<file path="src/rtl/assert_macros.svh">
// Assertion macros shared by the key index six-bit packer RTL.
`ifndef ASSERT_MACROS_SVH
`define ASSERT_MACROS_SVH

`ifndef SYNTHESIS

// Expression must hold at every clock edge out of reset.
`define KISBP_ASSERT(lbl, clk, rst_n, expr) \
  lbl: assert property (@(posedge clk) disable iff (!rst_n) (expr)) \
    else $error("assertion failed");

// Antecedent in a cycle implies consequent in the same cycle.
`define KISBP_ASSERT_IMP(lbl, clk, rst_n, ante, cons) \
  lbl: assert property (@(posedge clk) disable iff (!rst_n) (ante) |-> (cons)) \
    else $error("assertion failed");

// Antecedent in a cycle implies consequent in the next cycle.
`define KISBP_ASSERT_NXT(lbl, clk, rst_n, ante, cons) \
  lbl: assert property (@(posedge clk) disable iff (!rst_n) (ante) |=> (cons)) \
    else $error("assertion failed");

`else

`define KISBP_ASSERT(lbl, clk, rst_n, expr)
`define KISBP_ASSERT_IMP(lbl, clk, rst_n, ante, cons)
`define KISBP_ASSERT_NXT(lbl, clk, rst_n, ante, cons)

`endif

`endif

</file>
<file path="src/rtl/kisbp_pkg.sv">
// Shared constants and types of the key index six-bit packer.
package kisbp_pkg;

  localparam int KEY_DEPTH   = 64;
  localparam int KEY_AW      = $clog2(KEY_DEPTH);
  localparam int CODE_W      = 6;
  localparam int CHAR_W      = 8;
  localparam int LEN_W       = 6;
  localparam int BUF_W       = 24;

  localparam logic [CODE_W-1:0] END_CODE       = 6'd63;
  localparam logic [LEN_W-1:0]  KEY_LENGTH_RST = 6'd63;

  localparam logic OP_ENCODE = 1'b0;
  localparam logic OP_LOAD   = 1'b1;

  // search unit -> sequencer
  typedef struct packed {
    logic              done;
    logic              miss;
    logic [CODE_W-1:0] code;
  } srch_res_t;

  // sequencer -> packer
  typedef struct packed {
    logic              go;
    logic              last;
    logic              miss;
    logic [CODE_W-1:0] code;
  } pack_cmd_t;

endpackage

</file>
<file path="src/rtl/kisbp_key_search.sv">
// Key table memory and the iterative first-match search unit.
`include "assert_macros.svh"

module kisbp_key_search
  import kisbp_pkg::*;
(
  input  logic              clk,
  input  logic              rst_n,
  input  logic              wr_en,
  input  logic [LEN_W-1:0]  wr_slot,
  input  logic [CHAR_W-1:0] wr_data,
  input  logic              start,
  input  logic [CHAR_W-1:0] ch,
  input  logic [LEN_W-1:0]  key_length,
  output srch_res_t         res
);

  logic [CHAR_W-1:0] mem [KEY_DEPTH];
  logic [CHAR_W-1:0] rd_data_r;
  logic [KEY_AW-1:0] rd_addr;
  logic [KEY_AW:0]   idx_r, idx_nxt;
  logic [KEY_AW:0]   limit;
  logic [CHAR_W-1:0] ch_r;
  logic              busy_r, busy_nxt;
  logic              at_end;

  // search never runs past the table
  assign limit  = (32'(key_length) > KEY_DEPTH) ? (KEY_AW + 1)'(KEY_DEPTH)
                                                : (KEY_AW + 1)'(key_length);
  assign at_end = (idx_r >= limit);

  // rd_data_r holds entry idx_r; fetch the following one meanwhile
  assign rd_addr = busy_r ? KEY_AW'(idx_r + 1'b1) : '0;

  assign res.done = busy_r && (at_end || (rd_data_r == ch_r));
  assign res.miss = at_end;
  assign res.code = at_end ? '0 : CODE_W'(idx_r);

  always_comb begin
    busy_nxt = busy_r;
    idx_nxt  = idx_r;
    if (start) begin
      busy_nxt = 1'b1;
      idx_nxt  = '0;
    end else if (res.done) begin
      busy_nxt = 1'b0;
    end else if (busy_r) begin
      idx_nxt = idx_r + 1'b1;
    end
  end

  always_ff @(posedge clk) begin
    if (!rst_n) begin
      busy_r <= 1'b0;
      idx_r  <= '0;
    end else begin
      busy_r <= busy_nxt;
      idx_r  <= idx_nxt;
    end
    if (start) ch_r <= ch;
  end

  always_ff @(posedge clk) begin
    if (wr_en && (32'(wr_slot) < KEY_DEPTH)) mem[KEY_AW'(wr_slot)] <= wr_data;
    rd_data_r <= mem[rd_addr];
  end

  `KISBP_ASSERT(a_start_when_free, clk, rst_n, !(start && busy_r))
  `KISBP_ASSERT_IMP(a_hit_below_length, clk, rst_n, res.done && !res.miss,
                    32'(res.code) < 32'(key_length))

endmodule

</file>
<file path="src/rtl/kisbp_packer.sv">
// Bit packer: merges codes into bytes and drives the output register.
`include "assert_macros.svh"

module kisbp_packer
  import kisbp_pkg::*;
(
  input  logic        clk,
  input  logic        rst_n,
  input  pack_cmd_t   cmd,
  output logic        busy,
  output logic        out_valid,
  input  logic        out_stall,
  output logic [7:0]  out_byte,
  output logic        out_last_byte,
  output logic        out_lookup_miss
);

  logic [1:0]       phase_r, phase_nxt;
  logic [7:0]       partial_r, partial_nxt;
  logic [BUF_W-1:0] buf_r, buf_nxt;
  logic [1:0]       rem_r, rem_nxt;
  logic             last_r, miss_r;
  logic             out_valid_r;
  logic [7:0]       out_byte_r;
  logic             out_last_r, out_miss_r;

  logic [2:0]       pend;
  logic [4:0]       nbits;
  logic [BUF_W-1:0] merged, spill;
  logic             take;

  // pending bits before this code, (6 * phase) mod 8
  always_comb begin
    case (phase_r)
      2'd0:    pend = 3'd0;
      2'd1:    pend = 3'd6;
      2'd2:    pend = 3'd4;
      2'd3:    pend = 3'd2;
      default: pend = 3'd0;
    endcase
  end

  always_comb begin
    nbits  = 5'(pend) + 5'd6 + (cmd.last ? 5'd6 : 5'd0);
    merged = {partial_r, 16'b0}
           | ((BUF_W'(cmd.code) << (BUF_W - CODE_W)) >> pend)
           | (cmd.last ? ((BUF_W'(END_CODE) << (BUF_W - CODE_W)) >> (5'(pend) + 5'd6))
                       : '0);
    spill  = merged << {nbits[4:3], 3'b000};
  end

  assign take = !out_valid_r || !out_stall;
  assign busy = (rem_r != 2'd0);

  always_comb begin
    phase_nxt   = phase_r;
    partial_nxt = partial_r;
    buf_nxt     = buf_r;
    rem_nxt     = rem_r;
    if (cmd.go) begin
      buf_nxt = merged;
      if (cmd.last) begin
        rem_nxt     = 2'((nbits + 5'd7) >> 3);
        phase_nxt   = 2'd0;
        partial_nxt = 8'd0;
      end else begin
        rem_nxt     = nbits[4:3];
        phase_nxt   = phase_r + 2'd1;
        partial_nxt = spill[BUF_W-1 -: 8];
      end
    end else if (take && busy) begin
      buf_nxt = buf_r << 8;
      rem_nxt = rem_r - 2'd1;
    end
  end

  always_ff @(posedge clk) begin
    if (!rst_n) begin
      phase_r     <= 2'd0;
      partial_r   <= 8'd0;
      rem_r       <= 2'd0;
      out_valid_r <= 1'b0;
    end else begin
      phase_r   <= phase_nxt;
      partial_r <= partial_nxt;
      rem_r     <= rem_nxt;
      if (take) out_valid_r <= busy && !cmd.go;
    end
    buf_r <= buf_nxt;
    if (cmd.go) begin
      last_r <= cmd.last;
      miss_r <= cmd.miss;
    end
    if (take && busy && !cmd.go) begin
      out_byte_r <= buf_r[BUF_W-1 -: 8];
      out_last_r <= last_r && (rem_r == 2'd1);
      out_miss_r <= miss_r;
    end
  end

  assign out_valid       = out_valid_r;
  assign out_byte        = out_byte_r;
  assign out_last_byte   = out_last_r;
  assign out_lookup_miss = out_miss_r;

  `KISBP_ASSERT(a_go_when_drained, clk, rst_n, !(cmd.go && busy))
  `KISBP_ASSERT_NXT(a_rem_counts_down, clk, rst_n, busy, rem_r <= $past(rem_r))

endmodule

</file>
<file path="src/rtl/key_index_six_bit_packer_top.sv">
// Key index six-bit packer: sequencer, configuration register and submodules.
//
// Each encode request searches the loaded key table for the first entry equal
// to its character, one table entry per cycle through a single memory read
// port and comparator, then packs the 6-bit index MSB first, four codes to
// three bytes; a request marked last appends end code 63 and flushes a
// zero-padded final byte flagged by out_last_byte. A character not found in
// the first key_length entries is coded 0 with out_lookup_miss set on its
// bytes. An encode request occupies the block while its search steps through
// the entries up to i, the index of the match (key_length on a miss), and
// while it emits its b bytes (0 to 3, held longer under output stall). A
// load request writes one table entry. Table entries read before being
// loaded are undefined. cfg_key_length may be written only while the block is idle.
`include "assert_macros.svh"

module key_index_six_bit_packer_top
  import kisbp_pkg::*;
(
  input  logic              clk,
  input  logic              rst_n,
  input  logic              in_valid,
  output logic              in_stall,
  input  logic              in_operation,
  input  logic [CHAR_W-1:0] in_char_in,
  input  logic              in_is_last,
  input  logic [LEN_W-1:0]  in_key_slot,
  input  logic [CHAR_W-1:0] in_key_char,
  output logic              out_valid,
  input  logic              out_stall,
  output logic [7:0]        out_byte,
  output logic              out_last_byte,
  output logic              out_lookup_miss,
  input  logic              cfg_valid,
  output logic              cfg_ready,
  input  logic [LEN_W-1:0]  cfg_key_length
);

  typedef enum logic [1:0] {
    ST_IDLE,
    ST_SEARCH,
    ST_DRAIN
  } state_t;

  state_t           state_r, state_nxt;
  logic [LEN_W-1:0] key_length_r;
  logic             last_r;
  logic             accept;
  logic             start_search;
  logic             load_key;
  logic             pk_busy;
  srch_res_t        res;
  pack_cmd_t        cmd;

  assign in_stall     = (state_r != ST_IDLE);
  assign cfg_ready    = 1'b1;
  assign accept       = in_valid && !in_stall;
  assign start_search = accept && (in_operation == OP_ENCODE);
  assign load_key     = accept && (in_operation == OP_LOAD);

  assign cmd.go   = (state_r == ST_SEARCH) && res.done;
  assign cmd.last = last_r;
  assign cmd.miss = res.miss;
  assign cmd.code = res.code;

  always_comb begin
    state_nxt = state_r;
    case (state_r)
      ST_IDLE:   if (start_search) state_nxt = ST_SEARCH;
      ST_SEARCH: if (res.done) state_nxt = ST_DRAIN;
      ST_DRAIN:  if (!pk_busy) state_nxt = ST_IDLE;
      default:   state_nxt = ST_IDLE;
    endcase
  end

  always_ff @(posedge clk) begin
    if (!rst_n) begin
      state_r      <= ST_IDLE;
      key_length_r <= KEY_LENGTH_RST;
    end else begin
      state_r <= state_nxt;
      if (cfg_valid && cfg_ready) key_length_r <= cfg_key_length;
    end
    if (start_search) last_r <= in_is_last;
  end

  kisbp_key_search u_search (
    .clk        (clk),
    .rst_n      (rst_n),
    .wr_en      (load_key),
    .wr_slot    (in_key_slot),
    .wr_data    (in_key_char),
    .start      (start_search),
    .ch         (in_char_in),
    .key_length (key_length_r),
    .res        (res)
  );

  kisbp_packer u_packer (
    .clk             (clk),
    .rst_n           (rst_n),
    .cmd             (cmd),
    .busy            (pk_busy),
    .out_valid       (out_valid),
    .out_stall       (out_stall),
    .out_byte        (out_byte),
    .out_last_byte   (out_last_byte),
    .out_lookup_miss (out_lookup_miss)
  );

  `KISBP_ASSERT_NXT(a_search_to_drain, clk, rst_n, cmd.go, state_r == ST_DRAIN)

endmodule

</file>
<file path="config.mk">
export PLATFORM = sky130hd
export DESIGN_NAME = key_index_six_bit_packer_top
export DESIGN_NICKNAME = d
export VERILOG_FILES = /design/src/rtl/kisbp_pkg.sv /design/src/rtl/kisbp_key_search.sv /design/src/rtl/kisbp_packer.sv /design/src/rtl/key_index_six_bit_packer_top.sv
export VERILOG_INCLUDE_DIRS = /design/src /design/src/rtl
export SDC_FILE = /design/constraint.sdc
export NUM_CORES = 1
export LEC_CHECK = 0
export BUFFER_PORTS_ARGS = -buffer_cell sky130_fd_sc_hd__clkbuf_2
export CORE_UTILIZATION = 45
export CTS_BUF_LIST = sky130_fd_sc_hd__clkbuf_8 sky130_fd_sc_hd__clkbuf_16
export CTS_CLUSTER_DIAMETER = 120
export CTS_CLUSTER_SIZE = 28
export DETAILED_ROUTE_END_ITERATION = 8
export PLACE_DENSITY = 0.61
export SETUP_SLACK_MARGIN = 0.2
export SYNTH_ARGS = -nofsm -noshare
export SYNTH_HDL_FRONTEND = slang
export SYNTH_SLANG_ARGS = --single-unit
export TNS_END_PERCENT = 5
</file>
<file path="constraint.sdc">
create_clock -name clk -period 4.2 [get_ports clk]
set_input_delay 0.63 -clock clk [delete_from_list [all_inputs] [get_ports clk]]
set_output_delay 0.63 -clock clk [all_outputs]
set_load 0.02 [all_outputs]
</file>
==> out/results.ini <==
[sta]
min_period_over_period=0.801
finalHoldViolations=0
finClkSkew_ns=0.0224
tns_ns=0
worstMarginPinSlew_ns=1.13
max_freq_ghz=0.297
final-max-slew-violation-count=0
hold_slack_ns=0.208
min_period_ns=3.36
finalSetupViolations=0
rsz0062_at_grt=no
slew_headroom=0.242

[drt]
wl_per_cell_um=25.8
vias=14200
wl_um=60100
viasPerCell=6.11
drc=0
initialDrtViolationCount=1809
detail-route-antenna-nets=0
firstDrtPassIters=5

[placed_design]
place_congestion=0.867
dpl_cell_area_um2=25000
port_buffers=46
hpwl_um=38300

[finish]
multi_input_area_um2=6300
final_util=0.487
antenna_cells=0
fin_nets=1682
area_delta_synth_final_pct=6.56
fillerInstances=4433
fin_area_um2=25600
regArea_um2=17200
drive_above_1_share=0.127

[yosys]
synth_flop_cell=edfxtp_1
syn_area_um2=24100
synth_area_per_cell_um2=14.8
synth_area_leaders=edfxtp_1 (68%), dfxtp_1 (3.1%), nand2_1 (2.3%)
yosysMostFrequentCell=edfxtp_1
synth_commonest_cells=edfxtp_1 (548), nand2_1 (145), nor2_1 (120), buf_2 (55), mux2_2 (48)
synth.top_cell.area_share=0.684
synth_nets=1681
ys_ff_latch=585
synth_enable_flop_cells=548
yosysUniqueCellTypes=73
synth.largest_area_cell=edfxtp_1
synth_seq_area_share=0.715
syn_inst=1630
yosysWarnings=0
synthArstFlopShare=0

[clocking]
cts_tree=yes
cts_root_buffer=clkbuf_16
cts_resized=0
clock_path_buffers=3
cts_setup_buffers=0
cts_inserted_buffers=24
cts.sinks=585
cts_hold_buf=0
clkSlewWorstSetupHoldPaths_ns=0.12
htreeDepth=1
clock_latency_ns=0.59

[min_path]
min_path_cells=1
hold_path.class=in -> reg
holdCritStartpoint=in_char_in[7]
min_to=u_search.ch_r[7]$_DFFE_PP_

[grt]
grt-ovfl-total=0
antenna_found_initial=1
grt_pass1_wl_um=89100
grt_max_degree=72
gr-usage-all-layers=0.221
grt_pass1_vias=13700

[flow_run]
cap_violations=0

[critical_path]
cp-start-kind=flop
ff2ff_setup_slack_ns=0.84
cp_slowest_stage_delay_ns=0.87
r2r_cells=8
crit_chain=buf_4, nand2b_2, buf_4, nand2_1, a311oi_1, a21oi_1, o21ai_0, and4_1
cp.required_ns=4.74
reg2reg_to=u_search.rd_data_r[3]$_DFF_P_
crit_type=reg -> reg
critical-path-slowest-cell=nand2b_2
critical_path_arrival_ns=3.91
end_kind=flop
rr_startpoint=u_search.idx_r[0]$_SDFFE_PP0P_
cp_max_fo=43
cpMostUsedCell=buf_4

[pwr]
power_density_nw_per_um2=405
leakagePower_nw=8.13
peakVddDrop_v=0.000308

[floorplanning]
initial_core_util=0.457
ioPinCount=48
floorplan.rows=84
die_width_um=233
coreArea_um2=52700
die_area_um2=54400
die-height_um=233

[outcome]
outcome=complete, no violations

[placed cells by master (no fill, tap or decap), drive strengths merged, types with 7 or more instances in the layout]
| master | netlist | final |
|---|---|---|
| a2111oi | 11 | 11 |
| a211o | 7 | 7 |
| a211oi | 29 | 29 |
| a21o | 7 | 7 |
| a21oi | 37 | 37 |
| a221oi | 25 | 25 |
| a2bb2oi | 13 | 13 |
| a311oi | 10 | 10 |
| a31oi | 36 | 36 |
| and3 | 18 | 18 |
| buf | 73 | 36 |
| clkbuf | 34 | 71 |
| dfxtp | 37 | 37 |
| edfxtp | 548 | 548 |
| ha | 16 | 16 |
| inv | 24 | 34 |
| mux2 | 49 | 49 |
| mux2i | 38 | 38 |
| mux4 | 20 | 20 |
| nand2 | 146 | 146 |
| nand2b | 12 | 12 |
| nand3 | 35 | 35 |
| nor2 | 120 | 120 |
| nor2b | 26 | 26 |
| nor3 | 26 | 26 |
| nor4 | 11 | 11 |
| o2111ai | 9 | 9 |
| o211ai | 11 | 11 |
| o21a | 9 | 9 |
| o21ai | 49 | 49 |
| o221ai | 19 | 19 |
| o22ai | 33 | 33 |
| xnor2 | 7 | 7 |
| xor2 | 16 | 16 |
[sequential cells by signal (all words and copies together) (netlist names), 2 cells and up]
name / cells
u_search.mem: 512
u_packer.buf_r: 15
u_packer.out_byte: 8
u_packer.partial_r: 8
u_search.ch_r: 8
u_search.rd_data_r: 8
u_search.idx_r: 7
key_length_r: 6
state_r: 2
u_packer.phase_r: 2
u_packer.rem_r: 2
[metal layers]
metal  vias up  wire length [um]  global-route usage
met3        73              4000              0.0240
met1      7177             26200               0.319
met2       651             28400               0.358
met5         -                 0                   0
met4         0              1460              0.0529
li1       6326                 -                   -
[power by group]
| part | internal, W | total (W) | switching (W) |
|---|---|---|---|
| logic | 0.000300 | 0.000945 | 0.000646 |
| clock network | 0.00109 | 0.00281 | 0.00172 |
| registers | 0.00658 | 0.00664 | 0.0000625 |
| total | 0.00796 | 0.0104 | 0.00243 |
[metrics by stage]
step	total power (W)	setup slack (ns)	instances
floorplan	0.00736	1.07	1630
global placement	0.00771	0.903	2293
detailed placement	0.00772	0.840	2293
CTS	0.0105	0.807	2329
global route	0.0107	0.701	2329
finish	0.0104	0.836	2329
[cells by family after synthesis]
family,count (synthesis),synth area share
flip-flops,585,0.715
AND/OR/NAND/NOR,429,0.0822
AO/OA/AOI/OAI,337,0.102
buffers and inverters,132,0.0264
multiplexers,107,0.0575
XOR/XNOR,23,0.00869
adder cells (fa/ha/maj),16,0.00832
other,1,0.000156
[cell type report]
type                            count  area share
Clock buffer                       25      0.0244
Clock inverter                     11     0.00166
Inverter                           25     0.00366
Multi-Input combinational cell    913       0.246
Sequential cell                   585       0.671
Tap cell                          688      0.0336
Timing Repair Buffer               82      0.0200
[worst max-delay path: cells and delay by family (launching register included)]
| kind | cells | cell delay [ns] |
|---|---|---|
| AOI/OAI and AO/OA | 3 | 0.71 |
| buffers and inverters | 2 | 0.83 |
| DFF | 1 | 0.56 |
| and+or+nand+nor | 3 | 1.17 |
[worst max path at each step]
stage | startpoint | endpoint | cells after the start
6_report | u_search.idx_r[0]$_SDFFE_PP0P_ | u_search.rd_data_r[3]$_DFF_P_ | 8
5_1_grt | u_search.idx_r[0]$_SDFFE_PP0P_ | u_search.rd_data_r[3]$_DFF_P_ | 8
4_1_cts | u_search.idx_r[0]$_SDFFE_PP0P_ | u_search.rd_data_r[3]$_DFF_P_ | 8
3_3_place_gp | u_search.idx_r[0]$_SDFFE_PP0P_ | u_search.rd_data_r[3]$_DFF_P_ | 8
2_1_floorplan | u_search.idx_r[0]$_SDFFE_PP0P_ | u_packer.out_byte[0]$_DFFE_PP_ | 13
3_5_place_dp | u_search.idx_r[0]$_SDFFE_PP0P_ | u_search.rd_data_r[3]$_DFF_P_ | 8
No activity file was read; power rests on OpenSTA's default activity.
